**src/hdl/hct_pkg.sv**
```systemverilog
// Shared constants, codes and types for the handle compaction table.
`timescale 1ns / 1ps

package hct_pkg;

   localparam int PROGRAMS  = 1024;
   localparam int ENTRIES   = 32;

   localparam int SLOT_IN_W = 12;
   localparam int HANDLE_W  = 32;
   localparam int ID_W      = 7;
   localparam int STATUS_W  = 3;

   localparam int SLOT_W    = (PROGRAMS > 1) ? $clog2(PROGRAMS) : 1;
   localparam int ENTRY_W   = (ENTRIES > 1) ? $clog2(ENTRIES) : 1;
   localparam int COUNT_W   = $clog2(ENTRIES + 1);
   localparam int STORE_AW  = SLOT_W + ENTRY_W;

   localparam int COUNT_DEPTH = PROGRAMS;
   localparam int STORE_DEPTH = 2 ** STORE_AW;

   localparam logic [ID_W-1:0]     ID_NONE     = {ID_W{1'b1}};
   localparam logic [HANDLE_W-1:0] HANDLE_NONE = {HANDLE_W{1'b1}};

   typedef enum logic [1:0] {
      OP_REGISTER = 2'd0,
      OP_RESOLVE  = 2'd1,
      OP_CLEAR    = 2'd2
   } op_type;

   typedef enum logic [STATUS_W-1:0] {
      STAT_NEW       = 3'd0,
      STAT_EXISTING  = 3'd1,
      STAT_BAD_SLOT  = 3'd2,
      STAT_FULL      = 3'd3,
      STAT_UNKNOWN   = 3'd4,
      STAT_NO_HANDLE = 3'd5
   } status_type;

   typedef enum logic [2:0] {
      S_CLEAR,
      S_IDLE,
      S_COUNT,
      S_SEARCH,
      S_FETCH,
      S_RESP
   } state_type;

   typedef struct packed {
      logic [1:0]           opcode;
      logic [SLOT_IN_W-1:0] slot;
      logic [HANDLE_W-1:0]  handle;
      logic [ID_W-1:0]      cid;
   } req_type;

   typedef struct packed {
      logic [ID_W-1:0]     id;
      logic [HANDLE_W-1:0] handle;
      status_type          status;
   } res_type;

   typedef struct packed {
      logic               we;
      logic [SLOT_W-1:0]  waddr;
      logic [COUNT_W-1:0] wdata;
      logic [SLOT_W-1:0]  raddr;
   } cnt_port_type;

   typedef struct packed {
      logic                we;
      logic [STORE_AW-1:0] waddr;
      logic [HANDLE_W-1:0] wdata;
      logic [STORE_AW-1:0] raddr;
   } store_port_type;

endpackage

```
**src/hdl/hct_ctrl.sv**
```systemverilog
// Sequencer: count lookup, handle search, append, resolve and clearing pass.
`timescale 1ns / 1ps

module hct_ctrl (
   input  logic                               clock,
   input  logic                               reset,
   input  logic                               req_valid,
   output logic                               req_ready,
   input  hct_pkg::req_type                   req,
   output logic                               res_valid,
   output hct_pkg::res_type                   res,
   input  logic                               out_free,
   output hct_pkg::cnt_port_type              cnt_port,
   input  logic [hct_pkg::COUNT_W-1:0]        cnt_rdata,
   output hct_pkg::store_port_type            store_port,
   input  logic [hct_pkg::HANDLE_W-1:0]       store_rdata
);

   hct_pkg::state_type                 state_ff, state_in;
   logic [1:0]                         op_ff;
   logic                               slot_ok_ff;
   logic [hct_pkg::SLOT_W-1:0]         slot_idx_ff;
   logic [hct_pkg::HANDLE_W-1:0]       handle_ff;
   logic [hct_pkg::ID_W-1:0]           cid_ff;
   logic [hct_pkg::COUNT_W-1:0]        count_ff, count_in;
   logic [hct_pkg::ENTRY_W-1:0]        cmp_idx_ff, cmp_idx_in;
   logic [hct_pkg::SLOT_W-1:0]         clr_idx_ff, clr_idx_in;
   hct_pkg::res_type                   res_ff, res_in;

   logic                               accept;
   logic                               req_slot_ok;
   logic [hct_pkg::SLOT_W-1:0]         req_slot_idx;
   logic [hct_pkg::COUNT_W-1:0]        cmp_next;
   logic                               hit;
   logic                               last;
   logic                               full;
   logic                               cid_neg;
   logic                               cid_out;
   logic                               handle_none;
   logic                               clr_done;

   assign accept       = (state_ff == hct_pkg::S_IDLE) && req_valid;
   assign req_slot_ok  = (req.slot != '0) &&
                         ({1'b0, req.slot} <= (hct_pkg::SLOT_IN_W + 1)'(hct_pkg::PROGRAMS));
   assign req_slot_idx = hct_pkg::SLOT_W'(req.slot - hct_pkg::SLOT_IN_W'(1));
   assign cmp_next     = hct_pkg::COUNT_W'(cmp_idx_ff) + hct_pkg::COUNT_W'(1);
   assign hit          = (store_rdata == handle_ff);
   assign last         = (cmp_next == count_ff);
   assign full         = (count_ff == hct_pkg::COUNT_W'(hct_pkg::ENTRIES));
   assign cid_neg      = cid_ff[hct_pkg::ID_W-1];
   assign cid_out      = (cid_ff >= hct_pkg::ID_W'(cnt_rdata)) ||
                         (cid_ff >= hct_pkg::ID_W'(hct_pkg::ENTRIES));
   assign handle_none  = (handle_ff == hct_pkg::HANDLE_NONE);
   assign clr_done     = (clr_idx_ff == hct_pkg::SLOT_W'(hct_pkg::PROGRAMS - 1));

   // next state
   always_comb begin
      state_in = state_ff;
      case (state_ff)
         hct_pkg::S_CLEAR: begin
            if (clr_done) begin
               state_in = hct_pkg::S_IDLE;
            end
         end
         hct_pkg::S_IDLE: begin
            if (req_valid) begin
               state_in = hct_pkg::S_COUNT;
            end
         end
         hct_pkg::S_COUNT: begin
            state_in = hct_pkg::S_RESP;
            case (op_ff)
               hct_pkg::OP_REGISTER: begin
                  if (slot_ok_ff && !handle_none && (cnt_rdata != '0)) begin
                     state_in = hct_pkg::S_SEARCH;
                  end
               end
               hct_pkg::OP_RESOLVE: begin
                  if (!cid_neg && slot_ok_ff && !cid_out) begin
                     state_in = hct_pkg::S_FETCH;
                  end
               end
               default: begin
                  state_in = hct_pkg::S_RESP;
               end
            endcase
         end
         hct_pkg::S_SEARCH: begin
            if (hit || last) begin
               state_in = hct_pkg::S_RESP;
            end
         end
         hct_pkg::S_FETCH: begin
            state_in = hct_pkg::S_RESP;
         end
         hct_pkg::S_RESP: begin
            if (out_free) begin
               state_in = hct_pkg::S_IDLE;
            end
         end
         default: begin
            state_in = hct_pkg::S_IDLE;
         end
      endcase
   end

   // outputs and datapath
   always_comb begin
      req_ready        = 1'b0;
      res_valid        = 1'b0;
      cnt_port.we      = 1'b0;
      cnt_port.waddr   = slot_idx_ff;
      cnt_port.wdata   = '0;
      cnt_port.raddr   = slot_idx_ff;
      store_port.we    = 1'b0;
      store_port.waddr = {slot_idx_ff, count_ff[hct_pkg::ENTRY_W-1:0]};
      store_port.wdata = handle_ff;
      store_port.raddr = {slot_idx_ff, cmp_idx_ff};
      res_in           = res_ff;
      count_in         = count_ff;
      cmp_idx_in       = cmp_idx_ff;
      clr_idx_in       = clr_idx_ff;
      case (state_ff)
         hct_pkg::S_CLEAR: begin
            cnt_port.we    = 1'b1;
            cnt_port.waddr = clr_idx_ff;
            clr_idx_in     = clr_idx_ff + hct_pkg::SLOT_W'(1);
         end
         hct_pkg::S_IDLE: begin
            req_ready      = 1'b1;
            cnt_port.raddr = req_slot_idx;
         end
         hct_pkg::S_COUNT: begin
            count_in         = cnt_rdata;
            cmp_idx_in       = '0;
            store_port.raddr = {slot_idx_ff, {hct_pkg::ENTRY_W{1'b0}}};
            case (op_ff)
               hct_pkg::OP_REGISTER: begin
                  if (!slot_ok_ff) begin
                     res_in = '{hct_pkg::ID_NONE, '0, hct_pkg::STAT_BAD_SLOT};
                  end else if (handle_none) begin
                     res_in = '{hct_pkg::ID_NONE, '0, hct_pkg::STAT_NO_HANDLE};
                  end else if (cnt_rdata == '0) begin
                     // empty list: first entry goes straight in
                     store_port.we    = 1'b1;
                     store_port.waddr = {slot_idx_ff, {hct_pkg::ENTRY_W{1'b0}}};
                     cnt_port.we      = 1'b1;
                     cnt_port.wdata   = hct_pkg::COUNT_W'(1);
                     res_in           = '{'0, '0, hct_pkg::STAT_NEW};
                  end
               end
               hct_pkg::OP_RESOLVE: begin
                  if (cid_neg) begin
                     res_in = '{hct_pkg::ID_NONE, hct_pkg::HANDLE_NONE,
                                hct_pkg::STAT_UNKNOWN};
                  end else if (!slot_ok_ff) begin
                     res_in = '{hct_pkg::ID_NONE, hct_pkg::HANDLE_NONE,
                                hct_pkg::STAT_BAD_SLOT};
                  end else if (cid_out) begin
                     res_in = '{hct_pkg::ID_NONE, hct_pkg::HANDLE_NONE,
                                hct_pkg::STAT_UNKNOWN};
                  end else begin
                     store_port.raddr = {slot_idx_ff, cid_ff[hct_pkg::ENTRY_W-1:0]};
                  end
               end
               hct_pkg::OP_CLEAR: begin
                  if (!slot_ok_ff) begin
                     res_in = '{hct_pkg::ID_NONE, '0, hct_pkg::STAT_BAD_SLOT};
                  end else begin
                     cnt_port.we = 1'b1;
                     res_in      = '{'0, '0, hct_pkg::STAT_NEW};
                  end
               end
               default: begin
                  res_in = '{hct_pkg::ID_NONE, hct_pkg::HANDLE_NONE,
                             hct_pkg::STAT_BAD_SLOT};
               end
            endcase
         end
         hct_pkg::S_SEARCH: begin
            cmp_idx_in       = hct_pkg::ENTRY_W'(cmp_next);
            store_port.raddr = {slot_idx_ff, hct_pkg::ENTRY_W'(cmp_next)};
            if (hit) begin
               res_in = '{hct_pkg::ID_W'(cmp_idx_ff), '0, hct_pkg::STAT_EXISTING};
            end else if (last) begin
               if (full) begin
                  res_in = '{hct_pkg::ID_NONE, '0, hct_pkg::STAT_FULL};
               end else begin
                  store_port.we  = 1'b1;
                  cnt_port.we    = 1'b1;
                  cnt_port.wdata = count_ff + hct_pkg::COUNT_W'(1);
                  res_in         = '{hct_pkg::ID_W'(count_ff), '0, hct_pkg::STAT_NEW};
               end
            end
         end
         hct_pkg::S_FETCH: begin
            res_in = '{cid_ff, store_rdata, hct_pkg::STAT_EXISTING};
         end
         hct_pkg::S_RESP: begin
            res_valid = 1'b1;
         end
         default: begin
            req_ready = 1'b0;
         end
      endcase
   end

   assign res = res_ff;

   always_ff @(posedge clock) begin
      if (reset) begin
         state_ff   <= hct_pkg::S_CLEAR;
         clr_idx_ff <= '0;
      end else begin
         state_ff   <= state_in;
         clr_idx_ff <= clr_idx_in;
      end
   end

   always_ff @(posedge clock) begin
      count_ff   <= count_in;
      cmp_idx_ff <= cmp_idx_in;
      res_ff     <= res_in;
      if (accept) begin
         op_ff       <= req.opcode;
         slot_ok_ff  <= req_slot_ok;
         slot_idx_ff <= req_slot_idx;
         handle_ff   <= req.handle;
         cid_ff      <= req.cid;
      end
   end

endmodule

```
**config.mk**
```make
export PLATFORM = sky130hd
export DESIGN_NAME = hct_ctrl
export DESIGN_NICKNAME = d
export VERILOG_FILES = /design/src/hdl/hct_pkg.sv /design/src/hdl/hct_ctrl.sv
export SDC_FILE = /design/constraint.sdc
export NUM_CORES = 1
export LEC_CHECK = 0
export BUFFER_PORTS_ARGS = -buffer_cell sky130_fd_sc_hd__buf_2
export CAP_MARGIN = 40
export CORE_ASPECT_RATIO = 1.5
export CORE_UTILIZATION = 35
export CTS_CLUSTER_SIZE = 25
export DETAILED_ROUTE_END_ITERATION = 12
export PLACE_DENSITY = 0.57
export SYNTH_ARGS = -nofsm -noshare
export SYNTH_HDL_FRONTEND = slang
export SYNTH_SLANG_ARGS = --single-unit
```
**constraint.sdc**
```tcl
create_clock -name clock -period 4.1 [get_ports clock]
set_input_delay 0.82 -clock clock [delete_from_list [all_inputs] [get_ports clock]]
set_output_delay 0.82 -clock clock [all_outputs]
set_load 0.005 [all_outputs]
```
# Word-level counts from Yosys, hierarchy flattened
# Index checks and enable logic that the tools add are counted.
# classes
n_addsub	4
n_lt_le_gt_ge	3
eq_ne	19
n_mux	53
n_reduce_logical	20
# ops
cell	count
42-bit 2-to-1 mux	10
42-bit case mux with 3 select lines	2
16-bit 2-to-1 mux	4
32-bit equality test	1
32-bit equality test (second input constant)	1
10-bit 2-to-1 mux	2
5-bit 2-to-1 mux	4
5-bit case mux with 2 select lines	2
6-bit 2-to-1 mux	3
3-bit case mux with 6 select lines	1
15-bit 2-to-1 mux	1
3-bit 2-to-1 mux	5
1-bit 2-to-1 mux	14
12-bit by 11-bit less-or-equal comparator with 1-bit output (second input constant)	1
6-bit case mux with 2 select lines	1
12-bit nonzero test	1
10-bit by 1-bit adder with 10-bit output (second input constant)	1
10-bit equality test (second input constant)	1
5-bit != test (second input constant)	2
10-bit by 1-bit subtractor with 10-bit output (second input constant)	1
2-bit != test (second input constant)	4
4-bit AND reduction	2
7-bit by 6-bit >= comparator with 1-bit output	1
7-bit by 6-bit >= comparator with 1-bit output (second input constant)	1
other kinds (22)	33
# word_totals
reg_bits	118
input_bits	95
output_inout_bits	134
elab_cells	111

# Logic depth before layout (Yosys ltp)
# Gate-level depths: netlist of the first run.
# logic_depth
depth_word	7
ltp_mapped	8
mapped_depth_nobuf	8

# Least setup slack after synthesis of the first run
# No wires, ideal clock.
# synth_path
path_kind	input -> register
startpoint	input store_rdata[27] (netlist bit)
endpoint	register res_ff, in the netlist res[0], enable pin
setup_time_ns	0.404
arrival_ns	2.829
t_required_ns	3.696
path_slack_ns	0.867
stages	6
path_buffers	0
path_cell_list	xnor2_1 -> nand4_1 -> nor4_4 -> nand2_4 -> nand3b_1 -> and4b_1
# synth_between
elab_chain_len	3
# synth_rtl
item	line	rtl
start, declared	hct_ctrl.sv:16	input logic [hct_pkg::HANDLE_W-1:0] store_rdata
32-bit equality test	hct_ctrl.sv:47	assign hit = (store_rdata == handle_ff);
3-bit != test (no source line)	n/a	
4-bit AND reduction (no source line)	n/a	
end signal, assigned	hct_ctrl.sv:223	res_ff <= res_in;
end, declared	hct_ctrl.sv:28	hct_pkg::res_type res_ff, res_in;
# No other way between the ends.
# A chain may end at the register's enable or synchronous reset.

==> results of run 1 <==
==> cells in the mapped netlist, types with 5 or more instances <==
library cell	number	area, µm²
a21o_1	35	263
a21oi_1	7	35.0
a221o_1	9	90.1
and3_1	6	37.5
buf_2	6	30.0
buf_4	10	75.1
clkbuf_1	13	48.8
dfxtp_1	13	260
edfxtp_1	105	3150
ha_1	12	150
inv_1	20	75.1
mux2_2	11	124
mux2i_1	5	50.1
nand2_1	40	150
nand2b_1	5	31.3
nand3_1	12	60.1
nand4_1	19	119
nor2_1	36	135
nor2b_1	5	31.3
nor3_1	7	35.0
nor4_1	6	37.5
o21ai_0	9	45.0
xnor2_1	44	385
xor2_1	17	149
==> how the worst min path moves through the flow <==
stage	from	end	slack, ns
final	clr_idx_ff[6]	clr_idx_ff[6]	0.53
after floorplan	clr_idx_ff[6]	clr_idx_ff[6]	0.48
after CTS	clr_idx_ff[6]	clr_idx_ff[6]	0.53
after detailed placement	clr_idx_ff[6]	clr_idx_ff[6]	0.53
after global routing	req[26]	handle_ff[19]	0.55
after global placement	clr_idx_ff[6]	clr_idx_ff[6]	0.51
==> layout make-up <==
| class | count | share of cell area [%] |
|---|---|---|
| clock inverters | 15 | 1.65 |
| multi-input cells | 323 | 29.4 |
| clock buffers | 17 | 5.46 |
| inverters | 20 | 0.963 |
| flip-flops and latches | 118 | 43.8 |
| well taps | 206 | 3.31 |
| repair buffers | 234 | 15.4 |
==> sequential cells by signal, summed over array words and instances, names as in the netlist <==
signal / cells
clr_idx_ff: 10
count_ff: 6
state_ff: 3
res: 42
slot_idx_ff: 10
op_ff: 2
cid_ff: 7
slot_ok_ff: 1
handle_ff: 32
cmp_idx_ff: 5
==> tightest hold or removal path, delay by kind of cell, from the launching register on <==
kind           cells  cell delay, ns
flip-flops         1            0.34
AO/OA/AOI/OAI      2            0.14
==> cells by family after synthesis <==
group                      Yosys count
xor gates and xnor gates            61
muxes                               17
buffers and inverters               49
AOI/OAI and AO/OA                   75
adders and majority gates           12
and+or+nand+nor                    158
DFF                                118
==> metal layers <==
metal  global-route usage (%)  wire (µm)  vias up  share of wire [%]
met4                     8.09        340        0                2.0
met3                     5.17       1220       16                7.3
met5                        0          0        -                  0
met2                     36.0       9030      223                 54
met1                     20.6       6180     2268                 37
li1                         -          -     2237                  -
==> power breakdown <==
group	total [mW]	switching, mW	internal, mW
Sequential	1.31	0.00309	1.30
Combinational	0.111	0.0536	0.0576
Clock	1.39	0.559	0.833
==> impl_results.md, run 1 <==
- Clock Path Buffers: 2
- Clock root buffer: clkbuf_16
- Post-synthesis simple-gate area fraction: 14.5%
- RSZ-0062 raised after global routing: no
- Fin. Hold Viols: 0
- Final setup violation count: 0
- Post-placement cell count: 901
- Leak Pwr: 3.44 nW
- R2R Setup Slk: 1.15 ns
- Buf/Inv on CP: 1
- Routed WL: 16,800 µm
- CP required: 3.28 ns
- Inserted Diodes: 0
- Final hold slack: 0.528 ns
- Final total power: 2.81 mW
- CP peak stage delay: 0.51 ns
- Congestion Overflow GR: 0
- Layout Cells excl Fill: 933
- All-Layer GR Usage: 19.6%
- DR vias: 4,744
- Ratio of cells with drive above 1 in the final layout: 39.8%
- Design area: 7790 µm²
- Slew @ Worst Pin: 0.751 ns
- Post-route DRC: 0
- I/O pin cnt: 229
- Layout area overhead: 31.6%
- Post-Synthesis Cells: 490
- Die ar.: 17,500 µm²
- Violation count after the first detailed-route iteration: 232
- CTS H-tree lvls: 4
- Register area: 3410 µm²
- Vias/cell: 5.08
- Fin crit share: 88.0%
- CTS tree: built
- Post-synthesis mux area share: 3.19%
- Most frequent cells in the layout: buf_2 (228), edfxtp_1 (105), xnor2_1 (44)
- CTS sink cnt: 118
- Synth cell types: 49
- Core footprint: 16,400 µm²
- Status: complete, no violations
- Final TNS setup: 0 ns
- Reg2reg end: res[7]
- Post-synthesis register bit count: 118
- Vias in the first global route: 4,760
- Main synth FF type: edfxtp_1
- Crit start category: flop
- Wire per inst: 18.0 µm
- Critical-path cell list: ha_1 -> xnor2_1 -> xor2_1 -> o21ai_0 -> nor4_2 -> nand4_1 -> o211ai_1 -> buf_2
- Die Y: 161 µm
- Hold Buf Count CTS: 0
- Initial antenna violation count: 0
- Worst hold path cell count: 2
- CP delay by family, top: simple AND/OR/NAND/NOR gates
- Postcts setup bufs: 0
- Die extent in x: 108 µm
- Worst slew margin: 49.7%
- Stages on the worst setup path: 8
- Worst reg-to-reg path cell count: 8
- Most common cell after layout, fill and taps aside: buf_2
- Average cell area after synthesis: 12.1 µm²
- Post-Synthesis Net Count: 597
- Critical-path top delay cell: edfxtp_1
- Final Max Slew Viols: 0
- Reg-to-reg critical path startpoint: cmp_idx_ff[0]
- Max-Cap Viols: 0
- Synth Area in XOR/XNOR: 9.02%
- EDFF count, synth: 105
- Hold WC Path Type: reg2reg
- Max FO, Critical Path: 7
- Compound-gate portion of the synthesized area: 9.27%
- PwrDens: 360 nW/µm²
- Post-route ant nets: 0
- Worst setup path end: cnt_port[26]
- CTS buffer count: 17
- CTS resizes: 0
- Final HPWL DP: 12,900 µm
- Reg clk slew, reported paths: 0.06 ns
- Area occupied by multi-input gates: 2290 µm²
- Arr. time, crit path: 2.79 ns
- Final Core Density: 47.5%
- Worst setup margin: 0.492 ns
- FILL cells: 1,549
- Asr flop ratio synth: 0%
- I/O Buffers: 228
- Pre-CTS setup slack: 0.463 ns
- CP Capture Type: primary output
- Peak Freq: 0.277 GHz
- Synthesized cell area: 5920 µm²
- Routability cong.: 0.865
- Crit. Startpoint: cmp_idx_ff[0]
- Post-DP Area: 7240 µm²
- First-pass GRT wire length: 25,300 µm
- Clock Latency Late Sink: 0.42 ns
- Final net count: 821
- Synth Warn #: 0
- Largest net degree at the start of global routing: 46
- Final min period: 3.61 ns
- Clock skew: 0.00790 ns
- Critical path class: reg2out
- Seq/Total Area, Yosys: 57.6%
- Starting Density: 36.1%
- Adder-Cell Fraction of Synth Area: 2.53%
- Largest family of logic cells by synthesized area: simple AND/OR/NAND/NOR gates
- First-pass iteration count of the detailed router: 5
- Num rows: 57
- Worst vdd ir: 237 µV
(Power assumes the default switching activity.)
==> run 2: changes to the inputs <==
--- a/config.mk
+++ b/config.mk
@@ -12,6 +12,8 @@
 export CTS_CLUSTER_SIZE = 25
 export DETAILED_ROUTE_END_ITERATION = 12
 export PLACE_DENSITY = 0.57
+export RECOVER_POWER = 100
 export SYNTH_ARGS = -nofsm -noshare
 export SYNTH_HDL_FRONTEND = slang
 export SYNTH_SLANG_ARGS = --single-unit
+export TNS_END_PERCENT = 5
==> run 2 against run 1 <==
The run now ends with max-capacitance violations, max-slew violations left. Count of clock-buffer cells in the layout is the same. Clock skew about the same. Sequential share of layout area up 0.71 points. Critical endpoint unchanged.
==> impl_results.md, run 2 (synthesized netlist as in run 1, its figures left out) <==
- Final net count: 821
- First-pass iteration count of the detailed router: 5
- Fin crit share: 91.8%
- Max reg flops: 42
- Final HPWL DP: 12,900 µm
- Reg-to-reg critical path startpoint: handle_ff[23]
- Hold_sp: clr_idx_ff[6]
- All-Layer GR Usage: 19.6%
- Largest net degree at the start of global routing: 46
- CTS sink cnt: 118
- Hold WC Path Type: reg2reg
- Internal power: 2.19 mW
- Leak Pwr: 3.19 nW
- Clock root buffer: clkbuf_16
- Crit start category: input port
- Final hold slack: 0.528 ns
- Peak Freq: 0.266 GHz
- Final Max Slew Viols: 33
- Final TNS setup: 0 ns
- Reg power frac: 46.5%
- CTS buffer count: 17
- Layout area overhead: 29.5%
- Worst hold path cell count: 2
- Vias/cell: 5.11
- Num rows: 57
- I/O Buffers: 228
- Most common cell after layout, fill and taps aside: buf_2
- Combinational group share of total power: 3.9%
- Worst slew margin: -1.70%
- Post-route DRC: 0
- Violated checks: max-capacitance violations, max-slew violations
- Reg2reg end: res[7]
- DR vias: 4,767
- Worst reg-to-reg path cell count: 7
- Routability cong.: 0.865
- Layout Cells excl Fill: 933
- Die Y: 161 µm
- Max FO, Critical Path: 8
- PwrDens: 366 nW/µm²
- Core footprint: 16,400 µm²
- Vias in the first global route: 4,760
- Arr. time, crit path: 2.94 ns
- Final setup violation count: 0
- Fin. Hold Viols: 0
- R2R Setup Slk: 0.59 ns
- Wire per inst: 18.1 µm
- Die ar.: 17,500 µm²
- CTS H-tree lvls: 4
- Inserted Diodes: 0
- Hold Buf Count CTS: 0
- Critical path class: in2out
- Final min period: 3.76 ns
- Starting Density: 36.1%
- Routed WL: 16,900 µm
- Clock share of power: 49.6%
- Net Switching: 0.617 mW
- Postcts setup bufs: 0
- Status: finished with violations
- CP required: 3.28 ns
- Clock Latency Late Sink: 0.42 ns
- CTS resizes: 0
- Reg clk slew, reported paths: 0.05 ns
- Most frequent cells in the layout: buf_2 (153), edfxtp_1 (105), clkbuf_1 (70)
- CP Capture Type: primary output
- Sw Ratio: 22.0%
- First-pass GRT wire length: 25,300 µm
- Die extent in x: 108 µm
- Violation count after the first detailed-route iteration: 237
- Post-placement cell count: 901
- Post-route ant nets: 0
- Slew @ Worst Pin: 1.53 ns
- Initial antenna violation count: 0
- Congestion Overflow GR: 0
- Worst vdd ir: 239 µV
- CTS tree: built
- Clock Path Buffers: 2
- Ratio of cells with drive above 1 in the final layout: 29.0%
- Clock skew: 0.00757 ns
- RSZ-0062 raised after global routing: no
- Worst Hold End: clr_idx_ff[6]
- Max-Cap Viols: 2
- I/O pin cnt: 229
==> run 2: changes by cell type in the layout (fill, tap and decap cells not counted), sizes merged <==
cell    change
clkbuf     +77
buf        -77
==> run 2: layout make-up <==
type | count | area (µm²)
Clock buffer | 17 | 425
Clock inverter | 15 | 129
Fill cell | 1612 | 8730
Inverter | 20 | 75.1
Multi-Input combinational cell | 323 | 2270
Sequential cell | 118 | 3410
Tap cell | 206 | 258
Timing Repair Buffer | 234 | 1100
==> run 2: power groups by stage <==
stage | clock network (mW) | registers (mW) | logic, mW
final | 1.39 | 1.31 | 0.110
after global routing | 1.47 | 1.31 | 0.121
after CTS | 1.42 | 1.31 | 0.112
after detailed placement | 0 | 1.33 | 0.112
after global placement | 0 | 1.33 | 0.109
after floorplan | 0 | 1.33 | 0.0410
==> run 2: per-layer routing <==
metal,vias up,track usage [%],routed length (µm)
li1,2232,-,-
met1,2282,20.6,6230
met2,230,36.0,9010
met3,23,5.17,1210
met4,0,8.09,399
met5,-,0,0
==> run 2: critical path, stage by stage <==
cell,delay (ns)
clkbuf_1,0.11
xnor2_1,0.38
nand4_1,0.24
nor4_4,0.35
nand2_1,0.32
nand4_1,0.40
o211ai_1,0.18
clkbuf_1,0.15
==> run 2: stage by stage <==
step | util (%) | instance area, µm² | setup WS, ns | power, mW
5_1_grt | 46.8 | 7670 | 0.186 | 2.90
6_report | 46.8 | 7670 | 0.335 | 2.81
3_5_place_dp | 44.1 | 7240 | 0.463 | 1.44
3_3_place_gp | 44.1 | 7240 | 0.458 | 1.44
4_1_cts | 47.5 | 7790 | 0.448 | 2.84
2_1_floorplan | - | 5920 | 0.867 | 1.37
==> run 2: worst max path at each step <==
stage                          from            to  cells after the start
global route        store_rdata[23]  cnt_port[26]                      8
CTS                 store_rdata[23]  cnt_port[26]                      8
detailed placement  store_rdata[23]  cnt_port[26]                      8
finish              store_rdata[23]  cnt_port[26]                      8
floorplan           store_rdata[27]        res[0]                      6
global placement    store_rdata[16]  cnt_port[26]                      8
==> run 3: changes to the inputs <==
--- a/config.mk
+++ b/config.mk
@@ -5,14 +5,16 @@
 export SDC_FILE = /design/constraint.sdc
 export NUM_CORES = 1
 export LEC_CHECK = 0
+export ABC_AREA = 1
 export BUFFER_PORTS_ARGS = -buffer_cell sky130_fd_sc_hd__buf_2
 export CAP_MARGIN = 40
 export CORE_ASPECT_RATIO = 1.5
 export CORE_UTILIZATION = 35
 export CTS_CLUSTER_SIZE = 25
 export DETAILED_ROUTE_END_ITERATION = 12
-export PLACE_DENSITY = 0.57
-export RECOVER_POWER = 100
+export HOLD_SLACK_MARGIN = 0.05
+export PLACE_DENSITY = 0.56
+export RECOVER_POWER = 25
 export SYNTH_ARGS = -nofsm -noshare
 export SYNTH_HDL_FRONTEND = slang
 export SYNTH_SLANG_ARGS = --single-unit
==> run 3 against run 2 <==
The run now ends clean. Sequential share of layout area down 2.1 points. Power up 78%. Hold slack worse by 0.062 ns. Combinational power rose to 14 times the previous value. Sequential power up 48%. Count of clock-buffer cells in the layout up 2. Final cell count up 23%. Clock skew about the same. Maximum frequency up 11%. Setup slack better by 0.37 ns. Die area up 4.2%. Global-route usage up 0.62 points.
==> impl_results.md, run 3 <==
- Status: complete, no violations
- EDFF count, synth: 105
- Most frequent cell after synthesis: nand2_1
- Routability cong.: 0.870
- Postcts setup bufs: 0
- First-pass iteration count of the detailed router: 5
- Worst slew margin: 43.6%
- Area contributors post-synth: edfxtp_1 (51%), nand2_1 (13%), inv_1 (5.4%)
- Post-synth top area cell: edfxtp_1
- Starting Density: 35.7%
- CTS buffer count: 17
- Final setup violation count: 0
- Final Max Slew Viols: 0
- Synth top area share: 51.1%
- Hold_sp: clr_idx_ff[2]
- Design area: 8050 µm²
- Clock root buffer: clkbuf_16
- All-Layer GR Usage: 20.2%
- Synth Warn #: 0
- I/O pin cnt: 229
- CTS resizes: 0
- CP Capture Type: flop
- Final TNS setup: 0 ns
- Clock skew: 0.00778 ns
- Num rows: 59
- Worst vdd ir: 277 µV
- Vias in the first global route: 5,328
- Most frequent cells after synthesis: nand2_1 (212), edfxtp_1 (105), inv_1 (88)
- CTS tree: built
- Fin. Hold Viols: 0
- CP required: 4.14 ns
- CTS H-tree lvls: 4
- Main synth FF type: edfxtp_1
- Crit. Startpoint: state_ff[0]
- Fin crit share: 82.8%
- Reg clk slew, reported paths: 0.05 ns
- Asr flop ratio synth: 0%
- Final hold slack: 0.466 ns
- Seq/Total Area, Yosys: 55.3%
- Congestion Overflow GR: 0
- PwrDens: 622 nW/µm²
- Final min period: 3.40 ns
- Slew @ Worst Pin: 0.843 ns
- I/O Buffers: 228
- Average cell area after synthesis: 8.88 µm²
- Post-Synthesis Net Count: 802
- Die extent in x: 110 µm
- Vias/cell: 4.79
- Leak Pwr: 3.66 nW
- Routed WL: 18,000 µm
- Post-DP Area: 7480 µm²
- Max-Cap Viols: 0
- Synthesized cell area: 6170 µm²
- Core footprint: 17,300 µm²
- Max reg flops: 42
- Synth cell types: 36
- Arr. time, crit path: 3.44 ns
- Die Y: 165 µm
- RSZ-0062 raised after global routing: no
- Worst reg-to-reg path cell count: 6
- Clock Path Buffers: 2
- Reg-to-reg critical path startpoint: state_ff[0]
- Peak Freq: 0.294 GHz
- Post-synthesis register bit count: 118
- Most common cell after layout, fill and taps aside: buf_2
- Wire per inst: 15.7 µm
- Post-route ant nets: 0
- Die ar.: 18,200 µm²
- Post-route DRC: 0
- Most frequent cells in the layout: buf_2 (217), nand2_1 (213), edfxtp_1 (105)
- Layout area overhead: 30.3%
- DR vias: 5,498
- Final HPWL DP: 14,000 µm
- Hold WC Path Type: reg2reg
- Clock Latency Late Sink: 0.42 ns
- Ratio of cells with drive above 1 in the final layout: 28.3%
- Post-Synthesis Cells: 695
- First-pass GRT wire length: 27,900 µm
- Final net count: 1,029
- Worst hold path cell count: 1
- Largest net degree at the start of global routing: 45
- Initial antenna violation count: 0
- Crit start category: flop
- Violation count after the first detailed-route iteration: 248
- Critical path class: reg2reg
- Hold Buf Count CTS: 0
- Inserted Diodes: 0
- Final total power: 5.01 mW
- CTS sink cnt: 118
- Max FO, Critical Path: 44
==> run 3: cell count changes in the layout (fill, tap and decap cells not counted), moves of 11 or more <==
cell | before | now
xnor2_1 | 44 | 24
inv_1 | 20 | 91
clkbuf_1 | 70 | 14
o21ai_0 | 10 | 39
a21o_1 | 35 | 1
mux2_2 | 11 | 0
xor2_1 | 17 | 5
nor2_1 | 36 | 63
nand2_1 | 41 | 213
buf_2 | 153 | 217
nand3_1 | 12 | 24
==> run 3: worst max-delay path, cell delays in order, from the launching register on <==
cell      delay, ns
dfxtp_1        0.40
inv_1          0.11
nor3_2         0.11
clkbuf_1       0.54
inv_1          0.42
nor2_1         0.75
buf_4          0.68
==> run 3: path summary, 6_finish.rpt <==
| kind | slack, ns | end |
|---|---|---|
| worst max-delay path | 0.70 | handle_ff[20] |
| worst min-delay path | 0.47 | clr_idx_ff[2] |
| worst max register to register | 0.70 | handle_ff[20] |
| worst min register to register | 0.47 | clr_idx_ff[2] |
==> run 3: layout make-up <==
type / count / area, µm²
well taps: 213 / 267
inverters: 96 / 360
multi-input cells: 456 / 2250
fillers: 1773 / 9230
clock inverters: 13 / 158
clock buffers: 19 / 433
flip-flops and latches: 118 / 3410
repair buffers: 233 / 1160
==> run 3: stage by stage <==
step           setup WS (ns)  util, %  cells
2_1_floorplan          0.523        -    695
3_3_place_gp           0.976     43.3   1116
3_5_place_dp           0.969     43.3   1116
4_1_cts                0.778     46.7   1148
5_1_grt                0.340     46.6   1148
6_report               0.703     46.6   1148
==> run 3: cell families after synthesis <==
group | after synthesis | share of synthesized area (%)
AO/OA/AOI/OAI | 76 | 6.79
buffers and inverters | 121 | 8.21
flip-flops | 118 | 55.3
XOR/XNOR | 29 | 4.11
AND/OR/NAND/NOR | 339 | 23.2
adder cells (fa/ha/maj) | 12 | 2.43
==> run 3: metal layers <==
layer	track usage, %	up-vias	routed length, µm
li1	-	2710	-
met1	22.0	2508	7110
met2	37.0	245	9340
met3	4.81	35	1100
met4	9.33	0	467
met5	0	-	0
==> run 3: power by group <==
group          switching (mW)  total (mW)  internal [mW]
sequential              0.166        1.94           1.77
clock                   0.535        1.48          0.949
combinational            1.02        1.58          0.565
